==> config.mk <==
export PLATFORM = sky130hd
export DESIGN_NAME = mrgs_queue
export DESIGN_NICKNAME = d
export VERILOG_FILES = /design/src/hdl/mrgs_pkg.sv /design/src/hdl/mrgs_queue.sv
export SDC_FILE = /design/constraint.sdc
export NUM_CORES = 1
export LEC_CHECK = 0
export BUFFER_PORTS_ARGS = -buffer_cell sky130_fd_sc_hd__buf_4
export CORE_ASPECT_RATIO = 1.75
export CORE_MARGIN = 3
export CORE_UTILIZATION = 47
export DETAILED_ROUTE_END_ITERATION = 10
export HOLD_SLACK_MARGIN = 0.1
export PLACE_DENSITY = 0.78
export SETUP_SLACK_MARGIN = 0.05
export SKIP_CTS_REPAIR_TIMING = 1
export SLEW_MARGIN = 20
export SYNTH_ARGS = -nofsm -noshare
export SYNTH_HDL_FRONTEND = slang
export SYNTH_SLANG_ARGS = --single-unit
==> constraint.sdc <==
create_clock -name clk -period 2.45 [get_ports clk]
set_input_delay 0.735 -clock clk [delete_from_list [all_inputs] [get_ports clk]]
set_output_delay 0.735 -clock clk [all_outputs]
set_load 0.005 [all_outputs]
==> src/hdl/mrgs_pkg.sv <==
// ---------------------------------------------------------------------------
// mrgs_pkg
// shared constants, the front-to-back queue entry and the sort order compare
// ---------------------------------------------------------------------------
package mrgs_pkg;

    localparam int MAX_ITEMS_DEF = 64;
    localparam int VALUE_W       = 32;

    typedef struct packed {
        logic signed [VALUE_W-1:0] value;
        logic                      last;
        logic                      keep;
        logic                      ovf;
        logic                      asc;
    } mrgs_entry_t;

    // true when a is emitted no later than b; ties favor a
    function automatic logic goes_first(
        input logic signed [VALUE_W-1:0] a,
        input logic signed [VALUE_W-1:0] b,
        input logic                      asc
    );
        return asc ? (a <= b) : (a >= b);
    endfunction

endpackage

==> src/hdl/mrgs_queue.sv <==
// ---------------------------------------------------------------------------
// mrgs_queue
// two-entry queue between the front and back ends
// ---------------------------------------------------------------------------
module mrgs_queue
    import mrgs_pkg::*;
(
    input  logic        clk,
    input  logic        rst_n,
    input  logic        wr,
    input  mrgs_entry_t wdata,
    output logic        full,
    input  logic        rd,
    output mrgs_entry_t rdata,
    output logic        empty
);

    mrgs_entry_t slot_reg [2];
    logic        wptr_reg;
    logic        rptr_reg;
    logic [1:0]  cnt_reg;

    assign full  = cnt_reg == 2'd2;
    assign empty = cnt_reg == 2'd0;
    assign rdata = slot_reg[rptr_reg];

    always_ff @(posedge clk)
    begin
        if (wr)
        begin
            slot_reg[wptr_reg] <= wdata;
        end
    end

    always_ff @(posedge clk or negedge rst_n)
    begin
        if (!rst_n)
        begin
            wptr_reg <= 1'b0;
            rptr_reg <= 1'b0;
            cnt_reg  <= 2'd0;
        end
        else
        begin
            if (wr)
            begin
                wptr_reg <= !wptr_reg;
            end
            if (rd)
            begin
                rptr_reg <= !rptr_reg;
            end
            cnt_reg <= cnt_reg + 2'(wr) - 2'(rd);
        end
    end

endmodule

* Word-level counts from Yosys, hierarchy flattened
Memory sizes are Yosys's and may differ from the RTL's.
Cells that the tools add are included.
** Operators by class
- $add $sub $neg :: 2
- Eq/ne operators :: 1
- Muxes and demuxes :: 2
- Reductions and logical operators :: 3
** Operators with widths (number)
- $add 2x1->2 :: 1
- $eq 2x2->1 const B :: 1
- $logic_not 1->1 :: 2
- $logic_not 2->1 :: 1
- $mux 1 :: 2
- $sub 2x1->2 :: 1
** Word-level totals
- Memories :: 1
- Bits of input ports :: 40
- Logic and storage cells :: 12
- Register bits :: 4
- RAM bits :: 72
- Output and inout bits :: 38
** Memories
- slot_reg :: depth 2, width 36, read ports 1, clocked after Yosys merged registers in 0, wr ports 1, RTL line mrgs_queue.sv:18 : mrgs_entry_t slot_reg [2];

* Longest topological paths before layout
- Depth in word-level cells :: 2
- Depth in mapped cells :: 5
- Depth with buffers taken out :: 5

* Worst setup path before layout
No wires, ideal clock.
- Kind :: in2reg
- From :: in wr
- To :: mem slot_reg[0][0] (netlist name), enable pin
- Path slack :: -0.337 ns
- Library setup time :: 0.434 ns
- Path buffers :: 0
- Cell stages on the path :: 1
- Data required time :: 2.016 ns
- Arrival :: 2.353 ns
- Cells stage by stage :: nor2b_1
** Between the ends
- Cells in the longest elaborated chain, start to end :: 2
** Ends and longest elaborated chain
- start: declaration :: RTL line mrgs_queue.sv:10 : input logic wr,
- $mux 1 :: RTL line mrgs_queue.sv:29 : if (wr)
- $mux 1 (not written as such) :: RTL line mrgs_queue.sv:31 : slot_reg[wptr_reg] <= wdata;
- end: declaration :: RTL line mrgs_queue.sv:18
Every way passes these cells.

==> results.md <==
* Status: complete, no violations
* Initial DRC Count at 28
* Leak at 1.562 nW
* Worst slew pin tran at 0.4584 ns
* DIE HEIGHT at 110.7 um
* Pre-CTS setup slack at 0.5717 ns
* Max FFs per register at 72
* Final setup fails at 0
* Slew Viols, Final at 0
* Routed Antenna Nets at 0
* Seq/Total Area, Yosys at 76.84%
* Clock tree buffer depth at 2
* Total wire length at 4.868 mm
* Critical path peak fanout at 37
* VDD IR max at 0.8280 mV
* Die area at 7287 um2
* Die Wd at 65.83 um
* MaxCap Viol Count at 0
* CP peak stage delay at 0.37 ns
* CP Launch Type: register
* CP max stage cell: dfrtp_2
* PwrDens at 1096 nW/um2
* CTS H-tree depth at 3
* Ys Warns at 0
* Port Buf Inserts at 77
* TritonCTS Buffers at 9
* Vias per Instance at 4.732
* CTS tree: built
* #FFs+latches synth at 76
* Initial core utilization at 49.30%
* Global-route wire length before repair at 7.596 mm
* Max frequency at 0.4494 GHz
* GR Overflow Total at 0
* DRT Pass-1 Iters at 4
* Core Box Area at 5972 um2
* Crit path DAT at 1.49 ns
* Wire per inst at 16.34 um
* CTS clk-pin slew, worst paths at 0.07 ns
* Final setup margin at 0.2246 ns
* Fin crit period at 2.225 ns
* Fin nets at 257
* Fin Setup TNS at 0 ns
* Worst Setup End Kind: output port
* Clock root buffer: clkbuf_8
* All-layer global routing usage at 14.48%
* Vias in the first global route at 1610
* Num rows at 37
* Vias at 1410
* Worst-Skew Late Latency at 0.33 ns
* Io pins at 78
* Unique masters post-synth at 13
* Syn Inst Count at 127
* Hold Violations, Final at 0
* Mapped Avg Cell Area at 23.18 um2
* Share of cells above drive strength 1 at 60.91%
* Critical Path RT at 1.71 ns
* DR DRC count at 0
* Final core occ at 64.17%
* Rel. slew slack at 69.44%
* Largest net degree at the start of global routing at 38
* Clock skew at 0.004900 ns
* Syn Std Cell Area at 2944 um2
* CTS Sinks at 76
* Syn_nets at 169
* Worst hold path type: input port to asynchronous set/reset pin
* N_diodes at 0
* Fin crit share at 90.83%
* P&R area growth vs syn at 30.17%
* Crit Path Class: register to output port
* Critical Path, Cell by Cell: buf_12, mux2_2, buf_4
* Final HPWL DP at 3.453 mm
* Initial antenna violation count at 0
* RSZ-0062 raised after global routing: false
* Placer Congestion at 0.7182
[worst max-delay path: cells and delay by family, from the launching register on]
family	cells	cell delay, ns
buffers and inverters	2	0.37
DFF	1	0.37
muxes	1	0.37
[report_power, final]
group          switching (W)  internal (W)  leakage, nW
Sequential         0.0000836       0.00173        0.721
Clock               0.000405      0.000565        0.107
Combinational       0.000551      0.000867        0.733
Total                0.00104       0.00316         1.56
[layout make-up]
type	instances	area, um2
Multi-Input combinational cell	45	611.8
Clock buffer	10	127.6
Sequential cell	76	2263
Inverter	2	7.507
Tap cell	78	97.59
Fill cell	439	2140
Clock inverter	6	78.83
Timing Repair Buffer	81	645.6
[stage by stage]
stage	hold WS, ns	power (W)	cell area [um2]	std cells
floorplan	0.4394	0.002722	2947	127
global placement	0.5214	0.003255	3626	282
detailed placement	0.5340	0.003294	3626	282
CTS	0.1653	0.004275	3832	298
global route	0.1657	0.004415	3832	298
finish	0.1890	0.004202	3832	298
[cell usage in the layout, fill, tap and decap left out]
| cell type | instances |
|---|---|
| nor2_1 | 1 |
| clkinv_1 | 1 |
| clkbuf_1 | 1 |
| inv_1 | 2 |
| buf_12 | 3 |
| and2_2 | 1 |
| clkinv_2 | 3 |
| dfrtp_1 | 3 |
| edfxtp_1 | 72 |
| nor2b_4 | 1 |
| dfrtp_2 | 1 |
| nor2b_1 | 1 |
| clkbuf_8 | 9 |
| mux2_2 | 7 |
| xor3_1 | 1 |
| buf_4 | 78 |
| bufinv_16 | 2 |
| xor2_1 | 2 |
| mux2_4 | 29 |
| ha_1 | 2 |
[synthesized netlist by cell type]
cell type | number | area, um2
edfxtp_1 | 72 | 2162
mux2_4 | 29 | 435.4
mux2_2 | 7 | 78.83
dfrtp_1 | 4 | 100.1
buf_12 | 3 | 60.06
ha_1 | 2 | 25.02
inv_1 | 2 | 7.510
nor2b_1 | 2 | 12.51
xor2_1 | 2 | 17.52
and2_1 | 1 | 6.260
buf_6 | 1 | 11.26
nor2_1 | 1 | 3.750
xor3_1 | 1 | 23.77
[per-layer routing]
metal  track usage, %  vias to the layer above  wire length (um)
li1                 -                      667                 -
met1            13.13                      696              1622
met2            27.28                       41              2944
met3            4.361                        6               246
met4            7.064                        0                55
met5                0                        -                 0
[kinds of logic after synthesis]
| family | synth area share (%) |
|---|---|
| fa+ha+maj | 0.8498 |
| xor+xnor | 1.402 |
| flops | 76.84 |
| mux | 17.47 |
| buf+inv | 2.678 |
| simple gates | 0.7649 |
[final timing paths]
path                       startpoint          to  slack [ns]  cells past startpoint
max                          rptr_reg    rdata[2]        0.22                      3
min                             rst_n  cnt_reg[0]        0.19                      1
max reg2reg                cnt_reg[0]  cnt_reg[1]        1.02                      5
min reg2reg                  wptr_reg    wptr_reg        0.54                      1
max in group asynchronous       rst_n    rptr_reg        2.14                      1
min in group clk             wptr_reg    wptr_reg        0.54                      1
Power figures use the tool's default switching activity.
