File: src/hdl/mrgs_pkg.sv
// ---------------------------------------------------------------------------
// mrgs_pkg
// shared constants, the front-to-back queue entry and the sort order compare
// ---------------------------------------------------------------------------
package mrgs_pkg;

    localparam int MAX_ITEMS_DEF = 64;
    localparam int VALUE_W       = 32;

    typedef struct packed {
        logic signed [VALUE_W-1:0] value;
        logic                      last;
        logic                      keep;
        logic                      ovf;
        logic                      asc;
    } mrgs_entry_t;

    // true when a is emitted no later than b; ties favor a
    function automatic logic goes_first(
        input logic signed [VALUE_W-1:0] a,
        input logic signed [VALUE_W-1:0] b,
        input logic                      asc
    );
        return asc ? (a <= b) : (a >= b);
    endfunction

endpackage

File: src/hdl/mrgs_front.sv
// ---------------------------------------------------------------------------
// mrgs_front
// accepts input transactions, tracks block fill and overflow, holds the order
// register and tags each item for the back end
// ---------------------------------------------------------------------------
module mrgs_front
    import mrgs_pkg::*;
#(
    parameter int MAX_ITEMS = MAX_ITEMS_DEF
) (
    input  logic                      clk,
    input  logic                      rst_n,
    input  logic                      push,
    input  logic signed [VALUE_W-1:0] value,
    input  logic                      last_in,
    input  logic                      cfg_valid,
    input  logic                      cfg_data,
    input  logic                      q_full,
    output logic                      q_wr,
    output mrgs_entry_t               q_wdata
);

    localparam int CW = $clog2(MAX_ITEMS + 1);

    logic [CW-1:0] count_reg;
    logic [CW-1:0] count_next;
    logic          ovf_reg;
    logic          ovf_next;
    logic          asc_reg;
    logic          keep;

    assign q_wr = push && !q_full;
    assign keep = count_reg < CW'(MAX_ITEMS);

    always_comb
    begin
        q_wdata.value = value;
        q_wdata.last  = last_in;
        q_wdata.keep  = keep;
        q_wdata.ovf   = ovf_reg || !keep;
        q_wdata.asc   = asc_reg;
        count_next    = count_reg;
        ovf_next      = ovf_reg;
        if (q_wr)
        begin
            if (last_in)
            begin
                count_next = '0;
                ovf_next   = 1'b0;
            end
            else
            begin
                count_next = count_reg + CW'(keep);
                ovf_next   = ovf_reg || !keep;
            end
        end
    end

    always_ff @(posedge clk or negedge rst_n)
    begin
        if (!rst_n)
        begin
            count_reg <= '0;
            ovf_reg   <= 1'b0;
            asc_reg   <= 1'b1;
        end
        else
        begin
            count_reg <= count_next;
            ovf_reg   <= ovf_next;
            if (cfg_valid)
            begin
                asc_reg <= cfg_data;
            end
        end
    end

endmodule

File: config.mk
export PLATFORM = sky130hd
export DESIGN_NAME = mrgs_front
export DESIGN_NICKNAME = d
export VERILOG_FILES = /design/src/hdl/mrgs_pkg.sv /design/src/hdl/mrgs_front.sv
export SDC_FILE = /design/constraint.sdc
export NUM_CORES = 1
export LEC_CHECK = 0
export BUFFER_PORTS_ARGS = -buffer_cell sky130_fd_sc_hd__buf_4
export CORE_AREA = 8 8 59 61
export DETAILED_ROUTE_END_ITERATION = 12
export DIE_AREA = 0 0 67 69
export GPL_ROUTABILITY_DRIVEN = 0
export PLACE_DENSITY = 0.71
export SLEW_MARGIN = 20
export SYNTH_ARGS = -nofsm -noshare
export SYNTH_HDL_FRONTEND = slang
export SYNTH_SLANG_ARGS = --single-unit
File: constraint.sdc
create_clock -name clk -period 1.72 [get_ports clk]
set_clock_uncertainty 0.1 [all_clocks]
set_input_delay 0.344 -clock clk [delete_from_list [all_inputs] [get_ports clk]]
set_output_delay 0.344 -clock clk [all_outputs]
set_load 0.1 [all_outputs]
---- Word-level counts from Yosys, hierarchy flattened ----
Index checks and enable logic that the tools add are counted.
word-level totals
  word-level logic and storage cells ...... 11
  output and inout port bits .............. 37
  flip-flop bits (word level) ............. 9
  input port bits ......................... 39
cells by class
  reductions and logical operators ........ 4
  $lt $le $gt $ge ......................... 1
  $add $sub $neg .......................... 1
  muxes and demuxes ....................... 2
operator list
  operator                                    number
  adder 7 x 1 -> 7 bit                        1
  < comparator 7 bit (second input constant)  1
  two-way mux 7 bit                           1
  zero test 1 bit                             2
  logical AND 1 bit                           1
  logical OR 1 bit                            1
  two-way mux 1 bit                           1

---- Logic depth before layout (Yosys ltp) ----
  depth after elaboration ................. 4
  mapped depth ............................ 6
  gate-level depth less buffers ........... 6

---- Worst setup path before layout ----
Ideal clock, no wire load.
  kind .................................... input to output
  start ................................... input q_full
  end ..................................... output q_wr
  stages .................................. 3
  slack ................................... -27 ps
  data arrival time ....................... 1303 ps
  cells stage by stage .................... nand2b_2 > buf_2 > inv_1
between the ends
  longest elaborated chain between the ends .. 2
RTL lines
  item               line              source
  from (decl)        mrgs_front.sv:18  input logic q_full,
  zero test 1 bit    mrgs_front.sv:32  assign q_wr = push && !q_full;
  logical AND 1 bit  mrgs_front.sv:32
  to (decl)          mrgs_front.sv:19  output logic q_wr,
No other way between the ends.

---- Final worst setup path ----
  start ................................... register count_reg[6]
  end ..................................... register count_reg[6]
between the ends
  longest elaborated chain between the ends .. 3
RTL lines
  item                    line              source
  from (decl)             mrgs_front.sv:25  logic [CW-1:0] count_reg;
  from (signal assigned)  mrgs_front.sv:69  count_reg <= count_next;
  < comparator 7 bit      mrgs_front.sv:33  assign keep = count_reg < CW'(MAX_ITEMS);
  adder 7 x 1 -> 7 bit *  mrgs_front.sv:53  count_next = count_reg + CW'(keep);
  two-way mux 7 bit *     mrgs_front.sv:46  if (last_in)
Every way passes the cells marked *; elsewhere a longest branch is shown, timed or not.
A chain may end at the register's enable or synchronous reset.

==> summary.txt <==
Outcome
  – Status: finished, final reports clean

Placed design
  – Post-DP HPWL: roughly 950 um
  – Placed Instances: 97
  – PortBufs: 11
  – Placed Area: about 660 um2
  – Dpl ws: slightly below 0.02 ns

Synthesis
  – Post-synthesis sequential area ratio: 29.0%
  – Warnings from Yosys: 0
  – Main synth FF type: dfrtp_1
  – Post-synth EDFFs: 0
  – Post-Syn Nets: between 100 and 150
  – Compound-Gate Fraction of Synth Area: 8.01%
  – Largest family of logic cells by synthesized area: buffers and inverters
  – Asr flop ratio synth: 100%
  – #FFs+latches synth: 9
  – Mapped Cells: 89
  – XOR/XNOR share of the synthesized area: 0%
  – Syn Area/Cell: 8.77 um2
  – Synth Area in Simple Gates: 20.4%
  – Synth unique cells: 27
  – Mux contribution to synthesized area: 1.44%
  – Cell area after synthesis: 781 um2
  – Post-Synth Adder-Cell Area: just under 5%

Floorplan
  – Die Ht: 69 um
  – DIE AREA: 4620 um2
  – # IOs: 76
  – Starting Density: 29.9%
  – Rows: 19
  – CORE AREA: 2620 um2
  – Die X: 67 um

STA
  – Worst-Margin Slew: 0.273 ns
  – F_max: 0.595 GHz
  – Final setup viols: 0
  – Final min period: 1.68 ns
  – Slew Limit Headroom: 81.6%
  – Max Slew Vio Count: 0
  – Period utilization: 97.7%
  – Post-route setup TNS: 0 ns
  – Final hold vios: 0
  – Final worst slack: 0.0387 ns
  – WHS: 0.222 ns

Worst setup path
  – CP max stage cell: or4b_4
  – Critical R2R Launch: count_reg[6]$_DFFE_PN0P_
  – Stages on the worst setup path: 6
  – Crit path cell chain: inv_2 > ha_4 > ha_4 > nand3_2 > or4b_4 > o311ai_2
  – Crit path max-delay family: simple AND/OR/NAND/NOR gates
  – Startpoint Class: flop
  – Critical Path AT: 1.74 ns
  – Buffers & Inverters on Critical Path: 1
  – Crit. End Element: flop
  – Worst EP required: 1.78 ns
  – CP Max Fanout: 4
  – Critical Path Source: count_reg[6]$_DFFE_PN0P_
  – Setup CP Type: reg2reg
  – R2R Path End: count_reg[6]$_DFFE_PN0P_
  – Slowest stage delay, CP: about 0.54 ns
  – Worst reg-to-reg path cell count: 6
  – Top cell by count, worst path: ha_4
  – Reg2Reg Setup Slack: ~0.039 ns

Worst hold path
  – Hold Startpoint: cfg_data
  – Hold path endpoint: asc_reg$_DFFE_PN1P_
  – WHS Path Cells: 2
  – Worst hold path class: in2reg

Final layout
  – Finished Core Util: about 28%
  – Most frequent cells in the layout: 14 x buf_4, 8 x dfrtp_1, 7 x nand2_1, 4 x o21ai_0
  – Share of layout cells above drive strength 1: 44.4%
  – Register area: between 200 and 250 um2
  – Fill count: ~280
  – Commonest non-fill, non-tap cell in the layout: buf_4
  – Synth-to-Final Area Change: -4.65%
  – Final Cell Area: 744 um2
  – Final net count: about 120
  – Area of the multi-input gates: between 300 and 400 um2
  – Fin cells: 103
  – Antenna diodes: 0
  – Max reg flops: 7

Global route
  – Largest net degree at the start of global routing: 14
  – Grt total ovfl: 0
  – Initial antenna violation count: 0
  – Gr usage total: 5.48%
  – Vias in the first global route: 473
  – First-pass GRT wire length: 2.03 mm

Power
  – P_leak: slightly above 0.3 nW
  – Power Total: between 0.6 and 0.7 mW
  – Max rail drop VDD: 392 uV
  – Pwr dens: 939 nW/um2

Clock network
  – TritonCTS clock tree: yes
  – Clk sinks: 9
  – Max Buffers Root-to-Sink: 2
  – CTS Buf Count: 3
  – Clock latency on the worst-skew pair: about 0.26 ns
  – Clk root buf: clkbuf_4
  – Worst-path clk slew: 0.06 ns
  – H-tree levels: 1

Job
  – Max_cap viols: 0

Route
  – Final wirelength: 1.39 mm
  – Drt pass-1 iters: 4
  – Via-to-Cell Ratio: 4.51
  – Via count: 465
  – Final ANT Viol Nets: 0
  – Starting DRT DRC Count: 11
  – Drt wl/cell: 13.5 um
  – Drt drc: 0
==> routing by layer <==
layer  GRT usage, %  vias up  part of all wire [%]
met5              0        -                     0
met4           1.63        0                  0.36
met3           5.01        2                    13
met2           7.87       23                    49
met1           5.60      213                    37
li1               -      227                     -
==> worst register-to-register path, stage by stage, from the launching register on <==
cell and delay [ns]:
dfrtp_1 0.41, inv_2 0.09, ha_4 0.13, ha_4 0.13, nand3_2 0.10, or4b_4 0.54
o311ai_2 0.08
==> Yosys cell counts (2+ instances only) <==
cell type,number,share of area (%)
o21ai_0,4,2.6
buf_4,35,34
nor2_1,3,1.4
ha_1,3,4.8
nor4_1,2,1.6
nand3_1,2,1.3
nand2_1,7,3.4
dfrtp_1,8,26
nor2b_1,3,2.4
buf_2,2,1.3
nand2b_1,2,1.6
inv_1,3,1.4
==> cells by family (layout without fill, tap and decap cells) <==
family | count (synthesis) | after routing
buffers and inverters | 40 | 23
and+or+nand+nor | 27 | 27
AOI/OAI and AO/OA | 9 | 9
DFF | 9 | 9
adders and majority gates | 3 | 3
muxes | 1 | 1
==> repair_timing <==
item / CTS / global route
pin swaps: 0 / 2
resized for setup: 1 / 8
hold buffers: 1 / 0
endpoints found under the setup margin: 1 / 1
endpoints found under the hold margin: 9 / 0
setup buffers: 0 / 1
==> how the worst max path moves through the flow <==
stage,to
2_1_floorplan,count_reg[6]$_DFFE_PN0P_
3_3_place_gp,count_reg[6]$_DFFE_PN0P_
3_5_place_dp,count_reg[6]$_DFFE_PN0P_
4_1_cts,count_reg[6]$_DFFE_PN0P_
5_1_grt,count_reg[6]$_DFFE_PN0P_
6_report,count_reg[6]$_DFFE_PN0P_
==> cell type report <==
| type | instances | share of cell area, % |
|---|---|---|
| inverters | 3 | 2.02 |
| flip-flops and latches | 9 | 30.4 |
| clock buffers | 4 | 3.53 |
| multi-input cells | 40 | 41.8 |
| repair buffers | 16 | 17.0 |
| well taps | 31 | 5.21 |
==> power by group <==
part	total, mW	switching, mW	internal, mW
Sequential	0.286	0.0394	0.247
Combinational	0.249	0.159	0.0905
Clock	0.164	0.0741	0.0894
(Power assumes the default switching activity.)
